==> src/rtl/pdfm_pkg.sv <==
`timescale 1ns / 1ps
// ----------------------------------------------------------------------------
// pdfm_pkg
// Shared widths, register indexes, command codes and the job type passed
// from the capture front end to the arithmetic back end.
// ----------------------------------------------------------------------------
package pdfm_pkg;

  localparam int WIDTH_BITS = 24;
  localparam int PER_W      = WIDTH_BITS + 1;
  localparam int DUTY_W     = 10;
  localparam int CLK_W      = 27;
  localparam int REJ_W      = 8;
  localparam int PRE_W      = 16;
  localparam int SEL_W      = 2;
  localparam int NIB_W      = 4;
  localparam int CFG_IDX_W  = 2;
  localparam int CFG_DATA_W = CLK_W;

  localparam int PERMILLE_FULL   = 1000;
  localparam int DEFAULT_CORE_HZ = 16000000;

  // duty numerator is high * 1000 + half period, frequency numerator is
  // capture clock + half period; the divider covers the wider of the two
  localparam int MUL_W   = WIDTH_BITS + DUTY_W;
  localparam int FNUM_W  = CLK_W + 1;
  localparam int NUM_W   = (MUL_W > FNUM_W) ? MUL_W : FNUM_W;
  localparam int DIV_STEPS = (NUM_W + 1) / 2;
  localparam int DNUM_W  = 2 * DIV_STEPS;
  localparam int DCNT_W  = $clog2(DIV_STEPS + 1);

  localparam logic [CFG_IDX_W-1:0] REG_CORE_CLOCK = 2'd0;
  localparam logic [CFG_IDX_W-1:0] REG_CLOCK_SEL  = 2'd1;
  localparam logic [CFG_IDX_W-1:0] REG_PRESCALER  = 2'd2;

  localparam logic CMD_CAPTURE = 1'b0;
  localparam logic CMD_POLL    = 1'b1;

  typedef struct packed {
    logic [WIDTH_BITS-1:0] high_width;
    logic [WIDTH_BITS-1:0] low_width;
    logic [REJ_W-1:0]      reject_count;
    logic [CLK_W-1:0]      capture_clock;
  } job_t;

endpackage

==> src/rtl/pwm_duty_frequency_meter_top.sv <==
`timescale 1ns / 1ps
// ----------------------------------------------------------------------------
// pwm_duty_frequency_meter_top
// PWM duty cycle and frequency meter built from captured pulse widths.
// ----------------------------------------------------------------------------
// Capture words (tuser = 0) are handled in the cycle they are accepted and
// never produce output; a rejected capture bumps the 8-bit invalid counter.
// A poll word (tuser = 1) with both halves captured queues a measurement and
// clears the marks. In the back end each queued measurement goes through a
// pop, a multiply step, two passes of the shared radix-4 divider (each a
// start, 17 steps and a done; duty, then frequency) and the load of the
// output register; a zero period skips the divider. A two-entry queue lets
// the input keep taking words while the back end works, and input stalls
// only with both entries full or in reset. Configuration writes are
// expected only while the block is idle.
// ----------------------------------------------------------------------------
module pwm_duty_frequency_meter_top
  import pdfm_pkg::*;
(
  input  logic                  clk,
  input  logic                  rst,
  input  logic                  cfg_we,
  input  logic [CFG_IDX_W-1:0]  cfg_index,
  input  logic [CFG_DATA_W-1:0] cfg_data,
  input  logic                  s_tvalid,
  output logic                  s_tready,
  // [23:0] width_count, [24] pin_sample_first, [25] pin_sample_second,
  // [26] flag_pending, [31:27] zero
  input  logic [31:0]           s_tdata,
  // [0] command
  input  logic                  s_tuser,
  output logic                  m_tvalid,
  input  logic                  m_tready,
  // [23:0] high_width, [47:24] low_width, [72:48] period_count,
  // [82:73] duty_permille, [109:83] frequency_hz, [117:110] invalid_events,
  // [119:118] zero
  output logic [119:0]          m_tdata
);

  logic                  accept;
  logic                  push;
  job_t                  push_job;
  logic                  q_ready;
  logic                  pop;
  logic                  job_valid;
  job_t                  job;
  logic [WIDTH_BITS-1:0] high_width;
  logic [WIDTH_BITS-1:0] low_width;
  logic [PER_W-1:0]      period_count;
  logic [DUTY_W-1:0]     duty_permille;
  logic [CLK_W-1:0]      frequency_hz;
  logic [REJ_W-1:0]      invalid_events;

  assign s_tready = q_ready && !rst;
  assign accept   = s_tvalid && s_tready;

  pdfm_front u_front (
    .clk               (clk),
    .rst               (rst),
    .cfg_we            (cfg_we),
    .cfg_index         (cfg_index),
    .cfg_data          (cfg_data),
    .accept            (accept),
    .command           (s_tuser),
    .width_count       (s_tdata[23:0]),
    .pin_sample_first  (s_tdata[24]),
    .pin_sample_second (s_tdata[25]),
    .flag_pending      (s_tdata[26]),
    .push              (push),
    .push_job          (push_job)
  );

  pdfm_queue u_queue (
    .clk      (clk),
    .rst      (rst),
    .push     (push),
    .push_job (push_job),
    .wr_ready (q_ready),
    .pop      (pop),
    .rd_valid (job_valid),
    .pop_job  (job)
  );

  pdfm_back u_back (
    .clk            (clk),
    .rst            (rst),
    .job_valid      (job_valid),
    .job            (job),
    .pop            (pop),
    .out_valid      (m_tvalid),
    .out_ready      (m_tready),
    .high_width     (high_width),
    .low_width      (low_width),
    .period_count   (period_count),
    .duty_permille  (duty_permille),
    .frequency_hz   (frequency_hz),
    .invalid_events (invalid_events)
  );

  assign m_tdata = {2'b00, invalid_events, frequency_hz, duty_permille,
                    period_count, low_width, high_width};

endmodule

==> src/rtl/pdfm_front.sv <==
`timescale 1ns / 1ps
// ----------------------------------------------------------------------------
// pdfm_front
// Configuration registers and capture bookkeeping; a completed poll hands
// the measurement pair to the queue.
// ----------------------------------------------------------------------------
module pdfm_front
  import pdfm_pkg::*;
(
  input  logic                  clk,
  input  logic                  rst,
  input  logic                  cfg_we,
  input  logic [CFG_IDX_W-1:0]  cfg_index,
  input  logic [CFG_DATA_W-1:0] cfg_data,
  input  logic                  accept,
  input  logic                  command,
  input  logic [WIDTH_BITS-1:0] width_count,
  input  logic                  pin_sample_first,
  input  logic                  pin_sample_second,
  input  logic                  flag_pending,
  output logic                  push,
  output job_t                  push_job
);

  logic [CLK_W-1:0]      core_clock_hz;
  logic [SEL_W-1:0]      clock_source_select;
  logic [PRE_W-1:0]      prescaler_word;
  logic [WIDTH_BITS-1:0] high_width_reg;
  logic [WIDTH_BITS-1:0] low_width_reg;
  logic                  high_seen;
  logic                  low_seen;
  logic [REJ_W-1:0]      reject_count;
  logic [CLK_W-1:0]      core_eff;
  logic [NIB_W-1:0]      exponent;
  logic                  good_capture;

  always_ff @(posedge clk) begin
    if (rst) begin
      core_clock_hz       <= CLK_W'(DEFAULT_CORE_HZ);
      clock_source_select <= '0;
      prescaler_word      <= '0;
    end else if (cfg_we) begin
      unique case (cfg_index)
        REG_CORE_CLOCK: core_clock_hz       <= cfg_data;
        REG_CLOCK_SEL:  clock_source_select <= cfg_data[SEL_W-1:0];
        REG_PRESCALER:  prescaler_word      <= cfg_data[PRE_W-1:0];
        default: ;
      endcase
    end
  end

  assign good_capture = !flag_pending && (pin_sample_first == pin_sample_second);
  assign push = accept && (command == CMD_POLL) && high_seen && low_seen;

  always_ff @(posedge clk) begin
    if (rst) begin
      high_width_reg <= '0;
      low_width_reg  <= '0;
      high_seen      <= 1'b0;
      low_seen       <= 1'b0;
      reject_count   <= '0;
    end else if (accept) begin
      if (command == CMD_CAPTURE) begin
        if (good_capture) begin
          // pin low now means a falling edge ended a high pulse
          if (!pin_sample_first) begin
            high_width_reg <= width_count;
            high_seen      <= 1'b1;
          end else begin
            low_width_reg <= width_count;
            low_seen      <= 1'b1;
          end
        end else begin
          reject_count <= reject_count + 1'b1;
        end
      end else if (push) begin
        high_seen <= 1'b0;
        low_seen  <= 1'b0;
      end
    end
  end

  assign core_eff = (core_clock_hz == '0) ? CLK_W'(DEFAULT_CORE_HZ) : core_clock_hz;
  assign exponent = prescaler_word[{clock_source_select, 2'b00} +: NIB_W];

  always_comb begin
    push_job.high_width    = high_width_reg;
    push_job.low_width     = low_width_reg;
    push_job.reject_count  = reject_count;
    push_job.capture_clock = core_eff >> exponent;
  end

endmodule

==> src/rtl/pdfm_queue.sv <==
`timescale 1ns / 1ps
// ----------------------------------------------------------------------------
// pdfm_queue
// Two-entry job queue between the front end and the arithmetic back end.
// ----------------------------------------------------------------------------
module pdfm_queue
  import pdfm_pkg::*;
(
  input  logic clk,
  input  logic rst,
  input  logic push,
  input  job_t push_job,
  output logic wr_ready,
  input  logic pop,
  output logic rd_valid,
  output job_t pop_job
);

  job_t       entries [2];
  logic       wr_ptr;
  logic       rd_ptr;
  logic [1:0] count;

  assign wr_ready = (count != 2'd2);
  assign rd_valid = (count != 2'd0);
  assign pop_job  = entries[rd_ptr];

  always_ff @(posedge clk) begin
    if (push) begin
      entries[wr_ptr] <= push_job;
    end
  end

  always_ff @(posedge clk) begin
    if (rst) begin
      wr_ptr <= 1'b0;
      rd_ptr <= 1'b0;
      count  <= 2'd0;
    end else begin
      if (push) wr_ptr <= ~wr_ptr;
      if (pop)  rd_ptr <= ~rd_ptr;
      case ({push, pop})
        2'b10:   count <= count + 2'd1;
        2'b01:   count <= count - 2'd1;
        default: ;
      endcase
    end
  end

endmodule

==> src/rtl/pdfm_div.sv <==
`timescale 1ns / 1ps
// ----------------------------------------------------------------------------
// pdfm_div
// Restoring unsigned divider, two quotient bits per cycle.
// ----------------------------------------------------------------------------
module pdfm_div
  import pdfm_pkg::*;
(
  input  logic              clk,
  input  logic              rst,
  input  logic              start,
  input  logic [DNUM_W-1:0] num,
  input  logic [PER_W-1:0]  den,
  output logic              done,
  output logic [DNUM_W-1:0] quot
);

  logic [PER_W-1:0]  rem;
  logic [PER_W-1:0]  divisor;
  logic [DCNT_W-1:0] cnt;
  logic              busy;
  logic [PER_W:0]    t1;
  logic [PER_W:0]    t2;
  logic [PER_W-1:0]  r1;
  logic [PER_W-1:0]  r2;
  logic              q1;
  logic              q2;

  always_comb begin
    t1 = {rem, quot[DNUM_W-1]};
    q1 = (t1 >= {1'b0, divisor});
    r1 = q1 ? PER_W'(t1 - {1'b0, divisor}) : t1[PER_W-1:0];
    t2 = {r1, quot[DNUM_W-2]};
    q2 = (t2 >= {1'b0, divisor});
    r2 = q2 ? PER_W'(t2 - {1'b0, divisor}) : t2[PER_W-1:0];
  end

  always_ff @(posedge clk) begin
    if (start) begin
      rem     <= '0;
      quot    <= num;
      divisor <= den;
    end else if (busy) begin
      rem  <= r2;
      quot <= {quot[DNUM_W-3:0], q1, q2};
    end
  end

  always_ff @(posedge clk) begin
    if (rst) begin
      busy <= 1'b0;
      cnt  <= '0;
      done <= 1'b0;
    end else begin
      done <= 1'b0;
      if (start) begin
        busy <= 1'b1;
        cnt  <= DCNT_W'(DIV_STEPS);
      end else if (busy) begin
        cnt <= cnt - 1'b1;
        if (cnt == DCNT_W'(1)) begin
          busy <= 1'b0;
          done <= 1'b1;
        end
      end
    end
  end

endmodule

==> src/rtl/pdfm_back.sv <==
`timescale 1ns / 1ps
// ----------------------------------------------------------------------------
// pdfm_back
// Takes a job from the queue, adds up the period, forms duty and frequency on
// the shared divider and leaves the result in the output register.
// ----------------------------------------------------------------------------
module pdfm_back
  import pdfm_pkg::*;
(
  input  logic                  clk,
  input  logic                  rst,
  input  logic                  job_valid,
  input  job_t                  job,
  output logic                  pop,
  output logic                  out_valid,
  input  logic                  out_ready,
  output logic [WIDTH_BITS-1:0] high_width,
  output logic [WIDTH_BITS-1:0] low_width,
  output logic [PER_W-1:0]      period_count,
  output logic [DUTY_W-1:0]     duty_permille,
  output logic [CLK_W-1:0]      frequency_hz,
  output logic [REJ_W-1:0]      invalid_events
);

  typedef enum logic [6:0] {
    S_IDLE   = 7'b0000001,
    S_MUL    = 7'b0000010,
    S_DUTY   = 7'b0000100,
    S_WAIT_D = 7'b0001000,
    S_FREQ   = 7'b0010000,
    S_WAIT_F = 7'b0100000,
    S_FIN    = 7'b1000000
  } state_t;

  state_t            state;
  job_t              cur;
  logic [PER_W-1:0]  period;
  logic [DNUM_W-1:0] duty_num;
  logic [DNUM_W-1:0] freq_num;
  logic [DUTY_W-1:0] duty;
  logic [CLK_W-1:0]  freq;
  logic              div_start;
  logic [DNUM_W-1:0] div_num;
  logic              div_done;
  logic [DNUM_W-1:0] div_quot;
  logic [MUL_W-1:0]  product;
  logic              out_free;

  assign pop       = (state == S_IDLE) && job_valid;
  assign out_free  = !out_valid || out_ready;
  assign div_start = (state == S_DUTY) || (state == S_FREQ);
  assign div_num   = (state == S_DUTY) ? duty_num : freq_num;
  assign product   = MUL_W'(cur.high_width) * MUL_W'(PERMILLE_FULL);

  pdfm_div u_div (
    .clk   (clk),
    .rst   (rst),
    .start (div_start),
    .num   (div_num),
    .den   (period),
    .done  (div_done),
    .quot  (div_quot)
  );

  always_ff @(posedge clk) begin
    if (rst) begin
      state <= S_IDLE;
    end else begin
      unique case (state)
        S_IDLE:   if (job_valid) state <= S_MUL;
        S_MUL:    state <= (period == '0) ? S_FIN : S_DUTY;
        S_DUTY:   state <= S_WAIT_D;
        S_WAIT_D: if (div_done) state <= S_FREQ;
        S_FREQ:   state <= S_WAIT_F;
        S_WAIT_F: if (div_done) state <= S_FIN;
        S_FIN:    if (out_free) state <= S_IDLE;
        default:  state <= S_IDLE;
      endcase
    end
  end

  always_ff @(posedge clk) begin
    if (pop) begin
      cur    <= job;
      period <= PER_W'(job.high_width) + PER_W'(job.low_width);
    end
    if (state == S_MUL) begin
      duty_num <= DNUM_W'(product) + DNUM_W'(period >> 1);
      freq_num <= DNUM_W'(cur.capture_clock) + DNUM_W'(period >> 1);
      duty     <= '0;
      freq     <= '0;
    end
    if ((state == S_WAIT_D) && div_done) begin
      duty <= (div_quot > DNUM_W'(PERMILLE_FULL)) ? DUTY_W'(PERMILLE_FULL)
                                                  : div_quot[DUTY_W-1:0];
    end
    if ((state == S_WAIT_F) && div_done) begin
      freq <= div_quot[CLK_W-1:0];
    end
    if ((state == S_FIN) && out_free) begin
      high_width     <= cur.high_width;
      low_width      <= cur.low_width;
      period_count   <= period;
      duty_permille  <= duty;
      frequency_hz   <= freq;
      invalid_events <= cur.reject_count;
    end
  end

  always_ff @(posedge clk) begin
    if (rst) begin
      out_valid <= 1'b0;
    end else if ((state == S_FIN) && out_free) begin
      out_valid <= 1'b1;
    end else if (out_ready) begin
      out_valid <= 1'b0;
    end
  end

endmodule

==> config.mk <==
export PLATFORM = sky130hd
export DESIGN_NAME = pwm_duty_frequency_meter_top
export DESIGN_NICKNAME = d
export VERILOG_FILES = /design/src/rtl/pdfm_pkg.sv /design/src/rtl/pwm_duty_frequency_meter_top.sv /design/src/rtl/pdfm_front.sv /design/src/rtl/pdfm_queue.sv /design/src/rtl/pdfm_div.sv /design/src/rtl/pdfm_back.sv
export SDC_FILE = /design/constraint.sdc
export NUM_CORES = 1
export LEC_CHECK = 0
export BUFFER_PORTS_ARGS = -buffer_cell sky130_fd_sc_hd__buf_2
export CELL_PAD_IN_SITES_DETAIL_PLACEMENT = 1
export CELL_PAD_IN_SITES_GLOBAL_PLACEMENT = 1
export CORE_AREA = 5 5 240 336
export CTS_CLUSTER_SIZE = 8
export DETAILED_ROUTE_END_ITERATION = 10
export DIE_AREA = 0 0 245 341
export HOLD_SLACK_MARGIN = 0.08
export MAX_ROUTING_LAYER = met4
export PLACE_DENSITY = 0.75
export SETUP_SLACK_MARGIN = 0.3
export SYNTH_ARGS = -nofsm -noshare
export SYNTH_HDL_FRONTEND = slang
export SYNTH_SLANG_ARGS = --single-unit
==> constraint.sdc <==
create_clock -name clk -period 7.1 [get_ports clk]
set_input_delay 1.42 -clock clk [delete_from_list [all_inputs] [get_ports clk]]
set_output_delay 1.42 -clock clk [all_outputs]
set_load 0.02 [all_outputs]
==> flow_summary.toml <==
[synthesis]
synth_seq_cells = 698
synth_edf_count = 550
netlist_area_sq_um = 35200
yosys_warnings = 0
synthDistinctLibCells = 79
ys.flop_type = "edfxtp_1"
ys_seq_area_share_pct = 55.4
async_reset_ff_share_pct = 0
syn-instance-count = 2925
avgSynthCellArea_sq_um = 12.0

[clock_tree]
clk_path_buf_depth = 3
clk_pin_slew_ns = 0.05
cts_tree = "built"
cts_sinks = 698
cts_made_buffers = 97
htreeDepth = 3
root_buffer = "clkbuf_16"
clkLatencyLatePin_ns = 0.67

[setup_path]
critPathKind = "reg -> reg"
start_kind = "flop"
cp.required_ns = 7.48
cp_max_fo = 4
cp-end-kind = "flop"
arrival_ns = 7.03

[final_layout]
final_cell_area_sq_um = 40400
n_fill_cell = 7995
top_register = "u_queue.entries"
area_delta_synth_final_pct = 14.9
drive_gt1_share_pct = 15.0
multiInputGateArea_sq_um = 14700
top_regs = "u_queue.entries: 166 flops, u_back.cur: 83 flops"
register_area_sq_um = 19500
largest_reg_flops = 166
fin_nets = 3516

[place]
finalWeightedCongestion = 0.919
dp_hpwl_mm = 69.5
dpl_cell_area_sq_um = 37300
dp_slack_ns = -0.00352
port_buffers = 181

[sta]
finalClockSkew_ns = 0.0373
relSlewSlack_pct = 15.5
rsz0062_at_grt = "no"
fin_crit_ns = 6.65
finalHoldViolCount = 0
period_share_pct = 93.7
setup_slack_ns = 0.446
fmax_ghz = 0.150
final.setup.tns_ns = 0
slew_viol_final = 0
tightestPinTransition_ns = 1.26
setup_viol = 0

[die]
io_pins = 189
row_count = 121
core-area_sq_um = 77200
die_h_microns = 341
start_util_pct = 45.6
die_x_microns = 245
die_area_sq_um = 83500

[grt]
gr-usage-all-layers_pct = 23.1
antenna_found_initial = 3
gr-total-overflow = 0
grt_pass1_wl_mm = 148
grt_pass1_vias = 26000
grt_max_degree = 71

[power_and_ir_drop]
p_per_area_nw_per_um2 = 274
max-vdd-ir-drop_v = 0.000233
p_leak_nw = 15.9

[routing]
routed_via_density = 5.55
firstDrtPassIters = 5
wirelength_mm = 94.9
wire_per_inst_microns = 22.5
drtIter0Drc = 1189
via_count = 23500
drc = 0
final_antenna_net_count = 0

[run_status]
outcome = "finished, final reports clean"

[min_path]
min_path_type = "reg -> reg"

[flow_run]
cap_violations = 0
-- through the flow --
stage / hold slack, ns / instances / power, mW / util, %
2_1_floorplan: 0.400 / 2926 / 6.16 / -
3_3_place_gp: 0.405 / 4034 / 6.63 / 48.3
3_5_place_dp: 0.405 / 4034 / 6.73 / 48.3
4_1_cts: 0.414 / 4212 / 11.1 / 52.1
5_1_grt: 0.419 / 4223 / 11.6 / 52.3
6_report: 0.411 / 4225 / 11.1 / 52.3
-- cells in the final DEF (no fill, tap or decap), types with 9 or more instances in the layout --
cell type and instances:
or3_1 11, clkbuf_16 97, a211oi_1 22, mux2_2 90
buf_4 51, xnor2_1 109, nand3b_1 17, clkbuf_1 66
edfxtp_1 550, dfxtp_1 147, fa_1 91, nor4_1 21
nand3_1 33, xor2_1 42, a31oi_1 15, o211ai_1 9
o21bai_1 11, nor2b_1 25, nand2b_1 23, nand2_1 281
buf_2 180, nor2_1 160, ha_1 190, a21oi_1 245
nand4_1 19, inv_1 197, nor3_1 36, and2_1 41
o21ai_0 118, mux2i_1 101, and3_1 15, a21o_1 55
o21a_1 22
-- critical path, stage by stage, from the launching register on --
cell,delay [ns]
edfxtp_1,0.45
buf_6,0.15
fa_1,0.51
fa_1,0.52
inv_1,0.07
fa_1,0.49
fa_1,0.52
inv_1,0.07
ha_4,0.26
o211ai_1,0.19
a21oi_1,0.09
or4_4,0.46
a31o_2,0.27
a21oi_2,0.17
xnor2_2,0.10
ha_1,0.31
nand3_2,0.09
or2_2,0.33
a21oi_2,0.17
a21oi_1,0.08
o41ai_2,0.06
buf_4,0.16
nand4_1,0.11
nand3_2,0.12
nand2b_4,0.07
or4_4,0.42
xnor2_1,0.13
-- kinds of logic (layout without fill, tap and decap cells) --
logic type | Yosys count | after routing | share of synthesized area, %
AOI/OAI and AO/OA | 581 | 581 | 9.94
adders and majority gates | 284 | 284 | 12.0
xor gates and xnor gates | 152 | 152 | 3.78
DFF | 698 | 698 | 55.4
and+or+nand+nor | 717 | 717 | 9.52
other | 1 | 5 | 0.0107
buffers and inverters | 295 | 607 | 3.24
muxes | 197 | 197 | 6.11
-- area by class of cell --
class | count | share of cell area, %
inverters | 201 | 1.87
clock inverters | 7 | 0.437
repair buffers | 234 | 3.30
flip-flops and latches | 698 | 48.2
clock buffers | 165 | 6.69
diodes | 3 | 0.0186
multi-input cells | 1933 | 36.4
well taps | 984 | 3.05
-- cells in the mapped netlist, types with 11 or more instances --
library cell  instances  area, sq um
nor2_1              162          608
nand3_1              36          180
edfxtp_1            550        16500
o21bai_1             11         82.6
or3_1                11         68.8
a211oi_1             22          165
clkbuf_1             78          293
a31oi_1              15         93.8
xor2_1               42          368
a21o_1               55          413
xnor2_1             110          963
mux2i_1             101         1010
and2_1               42          263
nor2b_1              26          163
nand4_1              19          119
nand3b_1             17          128
fa_1                 91         1820
nor3_1               36          180
o21a_1               22          165
inv_1               200          751
a21oi_1             251         1260
nor4_1               21          131
nand2_1             282         1060
and3_1               15         93.8
ha_1                193         2410
mux2_2               90         1010
o21ai_0             123          616
nand2b_1             24          150
dfxtp_1             148         2960
-- metal layers --
metal / vias up / GRT usage (%) / part of all wire [%]
li1: 11000 / - / -
met1: 11700 / 26.2 / 39
met2: 540 / 41.5 / 53
met3: 218 / 3.20 / 3.9
met4: 0 / 8.49 / 4.2
met5: - / - / 0
-- what timing repair did --
| action | 4_1_cts | 5_1_grt |
|---|---|---|
| pin swaps | 5 | 17 |
| gates resized for setup | 9 | 19 |
| buffers inserted | 6 | 10 |
| endpoints found under the setup margin | 2 | 34 |
| hold buffers | 0 | 0 |
-- worst paths after layout --
check                                     from                 endpoint  slack, ns  cells past startpoint
worst max-delay path            u_back.cur[60]      u_back.duty_num[32]       0.45                     26
worst min-delay path            u_back.duty[0]  u_back.duty_permille[0]       0.41                      0
worst max register to register  u_back.cur[60]      u_back.duty_num[32]       0.45                     26
worst min register to register  u_back.duty[0]  u_back.duty_permille[0]       0.41                      0
-- power by group --
| group | internal, mW | switching [mW] |
|---|---|---|
| clock network | 2.59 | 1.78 |
| registers | 4.44 | 0.0584 |
| logic | 0.942 | 1.25 |
Power figures use the tool's default switching activity.
